--- config.mk ---
export PLATFORM = sky130hd
export DESIGN_NAME = ams_ctrl
export DESIGN_NICKNAME = d
export VERILOG_FILES = /design/src/ams_pkg.sv /design/src/ams_ctrl.sv
export SDC_FILE = /design/constraint.sdc
export NUM_CORES = 1
export LEC_CHECK = 0
export ABC_AREA = 0
export BUFFER_PORTS_ARGS = -buffer_cell sky130_fd_sc_hd__buf_2
export CORE_AREA = 3 3 40 42
export CTS_CLUSTER_SIZE = 10
export DETAILED_ROUTE_END_ITERATION = 16
export DIE_AREA = 0 0 43 45
export GPL_TIMING_DRIVEN = 0
export HOLD_SLACK_MARGIN = 0.12
export PLACE_DENSITY_LB_ADDON = 0.08
export SLEW_MARGIN = 20
export SYNTH_ARGS = -nofsm -noshare
export SYNTH_HDL_FRONTEND = slang
export SYNTH_SLANG_ARGS = --single-unit
--- constraint.sdc ---
create_clock -name clk -period 3.55 [get_ports clk]
set_clock_uncertainty 0.15 [all_clocks]
set_input_delay 0.1775 -clock clk [delete_from_list [all_inputs] [get_ports clk]]
set_output_delay 0.1775 -clock clk [all_outputs]
set_load 0.01 [all_outputs]
--- src/ams_pkg.sv ---
// Shared types and constants for the adjacency matrix store.
// No dependencies; imported by ams_ctrl, ams_dp and the top level.
`default_nettype none

package ams_pkg;

	localparam int MAX_NODES_DEF   = 16;
	localparam int WEIGHT_BITS_DEF = 32;

	// widths of the fixed item fields and of the node count register
	localparam int ACT_W   = 3;
	localparam int NODE_W  = 4;
	localparam int NCFG_W  = 5;
	localparam int DATA_W  = 32;

	localparam logic [NCFG_W-1:0] NODE_COUNT_RST = NCFG_W'(16);

	typedef enum logic [ACT_W-1:0] {
		ACT_READ         = 3'd0,
		ACT_WRITE        = 3'd1,
		ACT_INDEG        = 3'd2,
		ACT_OUTDEG       = 3'd3,
		ACT_EDGES        = 3'd4,
		ACT_FILL_OFFDIAG = 3'd5,
		ACT_CLEAR        = 3'd6,
		ACT_FILL_INDEX   = 3'd7
	} action_t;

	typedef enum logic [2:0] {
		ST_INIT,
		ST_IDLE,
		ST_DECODE,
		ST_WRITE,
		ST_SCAN,
		ST_SCAN_END,
		ST_SWEEP,
		ST_FINISH
	} state_t;

	// controller -> datapath
	typedef struct packed {
		logic ld_item;
		logic rd_item;
		logic wr_item;
		logic scan_start;
		logic scan_step;
		logic sweep_start;
		logic sweep_step;
		logic sweep_zero;
		logic res_load;
	} cmd_t;

	// datapath -> controller
	typedef struct packed {
		action_t action;
		logic    oor;
		logic    scan_last;
		logic    sweep_last;
	} stat_t;

endpackage

`default_nettype wire

--- src/ams_ctrl.sv ---
// Controller state machine: sequences item decode, scans, sweeps and result hand-off.
// Depends on ams_pkg.
`default_nettype none

module ams_ctrl import ams_pkg::*; (
	input  wire logic  clk,
	input  wire logic  arst_n,
	input  wire logic  in_valid,
	output logic       in_ready,
	output logic       out_valid,
	input  wire logic  out_ready,
	input  wire stat_t stat,
	output cmd_t       cmd
);

	state_t state_q, state_d;
	logic   out_valid_q;

	always_ff @(posedge clk or negedge arst_n) begin
		if (!arst_n) begin
			state_q     <= ST_INIT;
			out_valid_q <= 1'b0;
		end else begin
			state_q <= state_d;
			if (cmd.res_load) begin
				out_valid_q <= 1'b1;
			end else if (out_ready) begin
				out_valid_q <= 1'b0;
			end
		end
	end

	always_comb begin
		state_d  = state_q;
		cmd      = '0;
		in_ready = 1'b0;
		unique case (state_q)
			ST_INIT: begin
				// post-reset clearing pass
				cmd.sweep_step = 1'b1;
				cmd.sweep_zero = 1'b1;
				if (stat.sweep_last) begin
					state_d = ST_IDLE;
				end
			end
			ST_IDLE: begin
				in_ready = 1'b1;
				if (in_valid) begin
					cmd.ld_item = 1'b1;
					state_d     = ST_DECODE;
				end
			end
			ST_DECODE: begin
				if (stat.oor) begin
					state_d = ST_FINISH;
				end else begin
					unique case (stat.action)
						ACT_READ: begin
							cmd.rd_item = 1'b1;
							state_d     = ST_FINISH;
						end
						ACT_WRITE: begin
							cmd.rd_item = 1'b1;
							state_d     = ST_WRITE;
						end
						ACT_INDEG, ACT_OUTDEG: begin
							cmd.scan_start = 1'b1;
							state_d        = ST_SCAN;
						end
						ACT_EDGES: begin
							state_d = ST_FINISH;
						end
						ACT_FILL_OFFDIAG, ACT_CLEAR, ACT_FILL_INDEX: begin
							cmd.sweep_start = 1'b1;
							state_d         = ST_SWEEP;
						end
						default: begin
							state_d = ST_FINISH;
						end
					endcase
				end
			end
			ST_WRITE: begin
				cmd.wr_item = 1'b1;
				state_d     = ST_FINISH;
			end
			ST_SCAN: begin
				cmd.scan_step = 1'b1;
				if (stat.scan_last) begin
					state_d = ST_SCAN_END;
				end
			end
			ST_SCAN_END: begin
				// last read data is counted on this edge
				state_d = ST_FINISH;
			end
			ST_SWEEP: begin
				cmd.sweep_step = 1'b1;
				if (stat.sweep_last) begin
					state_d = ST_FINISH;
				end
			end
			ST_FINISH: begin
				if (!out_valid_q || out_ready) begin
					cmd.res_load = 1'b1;
					state_d      = ST_IDLE;
				end
			end
			default: begin
				state_d = ST_IDLE;
			end
		endcase
	end

	assign out_valid = out_valid_q;

endmodule

`default_nettype wire

Word-level counts from Yosys, hierarchy flattened
Cells that the tools add are included.

storage, ports and cells
  bits in registers = 4
  input bits = 10
  output and inout port bits = 11
  logic and storage cells = 61

cells by class
  equal/unequal tests = 19
  multiplexer cells = 28
  reduce and logical (&&, ||, !) cells = 12

operators with widths
  operator              count
  $eq A3 B3 Y1 const B  8
  $pmux W3 S7           1
  $mux W1               20
  $mux W3               6
  $eq A3 B2 Y1 const B  4
  $pmux W3 S4           1
  $ne A2 B2 Y1 const B  5
  $reduce_or A2 Y1      5
  $eq A3 B1 Y1 const B  2
  $logic_not A3 Y1      2
  $reduce_and A5 Y1     1
  $reduce_or A3 Y1      1
  $reduce_bool A2 Y1    1
  $logic_not A1 Y1      1
  $logic_or A1 B1 Y1    1

Depth between registers and ports, before layout
  depth after elaboration = 5
  gate-level depth with buffers = 5
  depth with buffers taken out = 4

Worst setup path after synthesis
Ideal clock, no wire load.

  path kind = reg2out
  start point = register state_q[1]
  end point = output cmd[8] in the netlist's numbering
  arrival time = 1.124 ns
  required time = 3.222 ns
  setup slack = 2.099 ns
  cell stages (with the launch flop) = 4
  buffers on the path = 1
  path through = dfrtp_1 -> buf_6 -> nor3_1 -> and2_1

RTL lines
  element                 line            RTL
  from (decl)             ams_ctrl.sv:16  state_t state_q, state_d;
  from (signal assigned)  ams_ctrl.sv:24  state_q <= state_d;
  to (decl)               ams_ctrl.sv:13  output cmd_t cmd

==> reports/results.ini <==
[routing]
drt-initial-drc-count=2
viasPerCell=4.90
num_vias=426
drc=0
postRouteWirelength_um=966
drt_first_pass_iters=2
route.detailed.wl_per_inst_um=11.1
final_antenna_net_count=0

[cells_and_area]
final_net_count=84
antenna_cell_count=0
n_fill_cell=143
layout.cells.most_common_list=buf_2 (20), nor2_1 (6), a21oi_1 (5)
drive_gt1_share_pct=38.9
area_delta_synth_final_pct=42.4
most_frequent_standard_cell_in_the_layout_excluding_fill_and_tap_cells=buf_2

[clock_network]
numCtsBuffers=3
cts_root_buf=clkbuf_4
clk-insertion-delay-late_ps=230
htreeDepth=1
cts_tree=built
cts.reportedPaths.clkPinSlew_ps=30
cts_sinks=4
ctsLongestPathBuffers=2
post_cts_resized=0

[global_routing]
grt_first_pass_wirelength_um=1590
globalRouteOverflowTotal=0
grt_max_degree=11
number_of_antenna_violations_at_the_first_check_in_global_routing=0
grt_pass1_vias=391
grt_util_all_layers_pct=10.9

[worst_setup_path]
critical_path_peak_fanout=10
worst-setup-path-type=reg -> out
critical_path_required_ps=3220
worst_ep_arrival_time_ps=1430
reg2reg_from=state_q[2]$_DFFE_PN0P_
reg2reg_setup_slack_ps=2130
timing.critical_path.to_type=output pin
worst_r2r_endpoint=state_q[1]$_DFFE_PN0P_
worstRegToRegCells=4
start_kind=flip-flop

[logic_synthesis]
cell_area_after_technology_mapping_sq_um=380
yosysUniqueCellTypes=22
synthesis.instances=47
synth_seq_area_share_pct=26.3
post_synthesis_net_count=57
synth-warning-count=0
synth-seq-cells=4
syn_area_per_cell_sq_um=8.09

[floorplanning]
die_h_um=45
std_cell_rows=13
ios=21
initial_utilization_pct=29.6
core_area_sq_mm=0.00128
die_width_um=43
die_area_sq_mm=0.00194

[placement]
gp_routability_congestion=0.644
place_worst_setup_slack_ps=2030
placement.io_buffers=20

[timing]
worst_pin_slew_ps=217
setup_repair_after_global_routing_missed_its_margin=no
period_minus_slack_ps=1760
period_share_pct=49.5
slew-limit-headroom_pct=85.6
timing.fmax_ghz=0.569
tns_ps=0
layout_setup_ws_ps=1790
number_of_setup_violations_in_the_final_report=0
hold_viol_final=0
max_slew_violation_total_from_the_final_report=0

[min_path]
timing.hold.worst.class=in -> async

[power]
power.ir.vdd_worst_mv=0.318
power.density_mw_per_mm2=745
cellLeakagePower_uw=0.000280

[flow_run]
max-cap-violations=0

[run_status]
status=finished, final reports clean

## cell type report
type                    count  area [sq um]  area share, %
plain buffers               3          33.8           6.24
clock buffers               3          22.5           4.16
inverters                   4          15.0           2.77
multi-input cells          36           231           42.7
flip-flops and latches      4           100           18.5
well taps                  15          18.8           3.46
repair buffers             22           120           22.2
## routing by layer
metal | track usage [%] | wire length [um]
met5 | 0 | 0
met2 | 16.2 | 435
met1 | 15.1 | 437
met3 | 1.20 | 77
met4 | 7.23 | 17
## registers in the layout, indices dropped and copies added, names as in the netlist
name,count
out_valid,1
state_q,3
## critical path, cell delays in order, from the launching register on
cell and delay (ps):
dfrtp_1 360, buf_6 140, nor2_1 180, nand3_1 150, nor3b_1 200, buf_2 160
## worst max-delay path by stage
stage	cells past startpoint	from	endpoint	slack, ps
after floorplan	3	state_q[1]$_DFFE_PN0P_	cmd[8]	2100
after global placement	5	state_q[0]$_DFFE_PN0P_	cmd[5]	2030
after detailed placement	5	state_q[0]$_DFFE_PN0P_	cmd[5]	2030
after CTS	5	state_q[0]$_DFFE_PN0P_	cmd[5]	1770
after global routing	5	state_q[0]$_DFFE_PN0P_	cmd[5]	1610
final	5	state_q[0]$_DFFE_PN0P_	cmd[5]	1790
## where the power goes
group | internal (uW) | switching [uW] | total [uW]
Sequential | 68.7 | 18.9 | 87.6
Clock | 37.6 | 16.0 | 53.7
Combinational | 121 | 141 | 263
Total | 227 | 176 | 404
## synth_stat cells
| library cell | number | area (sq um) |
|---|---|---|
| xor2_1 | 1 | 8.76 |
| buf_6 | 3 | 33.8 |
| a21o_1 | 1 | 7.51 |
| o32a_1 | 1 | 10.0 |
| nor4_4 | 1 | 21.3 |
| dfrtp_1 | 4 | 100 |
| o21ai_0 | 3 | 15.0 |
| nor3b_1 | 1 | 7.51 |
| nor2_1 | 6 | 22.5 |
| and2_1 | 1 | 6.26 |
| mux2i_1 | 1 | 10.0 |
| a211oi_1 | 1 | 7.51 |
| a21oi_1 | 5 | 25.0 |
| inv_1 | 4 | 15.0 |
| and2b_1 | 1 | 7.51 |
| o221ai_1 | 1 | 8.76 |
| a311o_2 | 1 | 11.3 |
| nand3_1 | 3 | 15.0 |
| nand2_1 | 1 | 3.75 |
| and3_1 | 1 | 6.26 |
| nor3_1 | 4 | 20.0 |
| a2bb2oi_1 | 2 | 17.5 |
## repair_timing
item,CTS,global route
hold buffers,2,0
buffers inserted,0,0
endpoints found under the hold margin,5,0
setup endpoints to repair,0,0
## per-stage QoR
step | std cells | hold WS, ps | utilization [%] | instance area, sq um | power [uW]
6_report | 87 | 142 | 42.2 | 542 | 404
5_1_grt | 87 | 140 | 42.2 | 542 | 450
4_1_cts | 87 | 126 | 42.2 | 542 | 410
3_5_place_dp | 82 | -162 | 38.9 | 499 | 352
3_3_place_gp | 82 | -162 | 38.9 | 499 | 354
2_1_floorplan | 47 | -268 | - | 380 | 279
## kinds of logic after synthesis
kind of cell,after synthesis,synth area share (%)
AO/OA/AOI/OAI,15,27.0
XOR/XNOR,1,2.30
buffers and inverters,7,12.8
AND/OR/NAND/NOR,19,28.9
multiplexers,1,2.63
flip-flops,4,26.3
No activity file was read; power rests on OpenSTA's default activity.
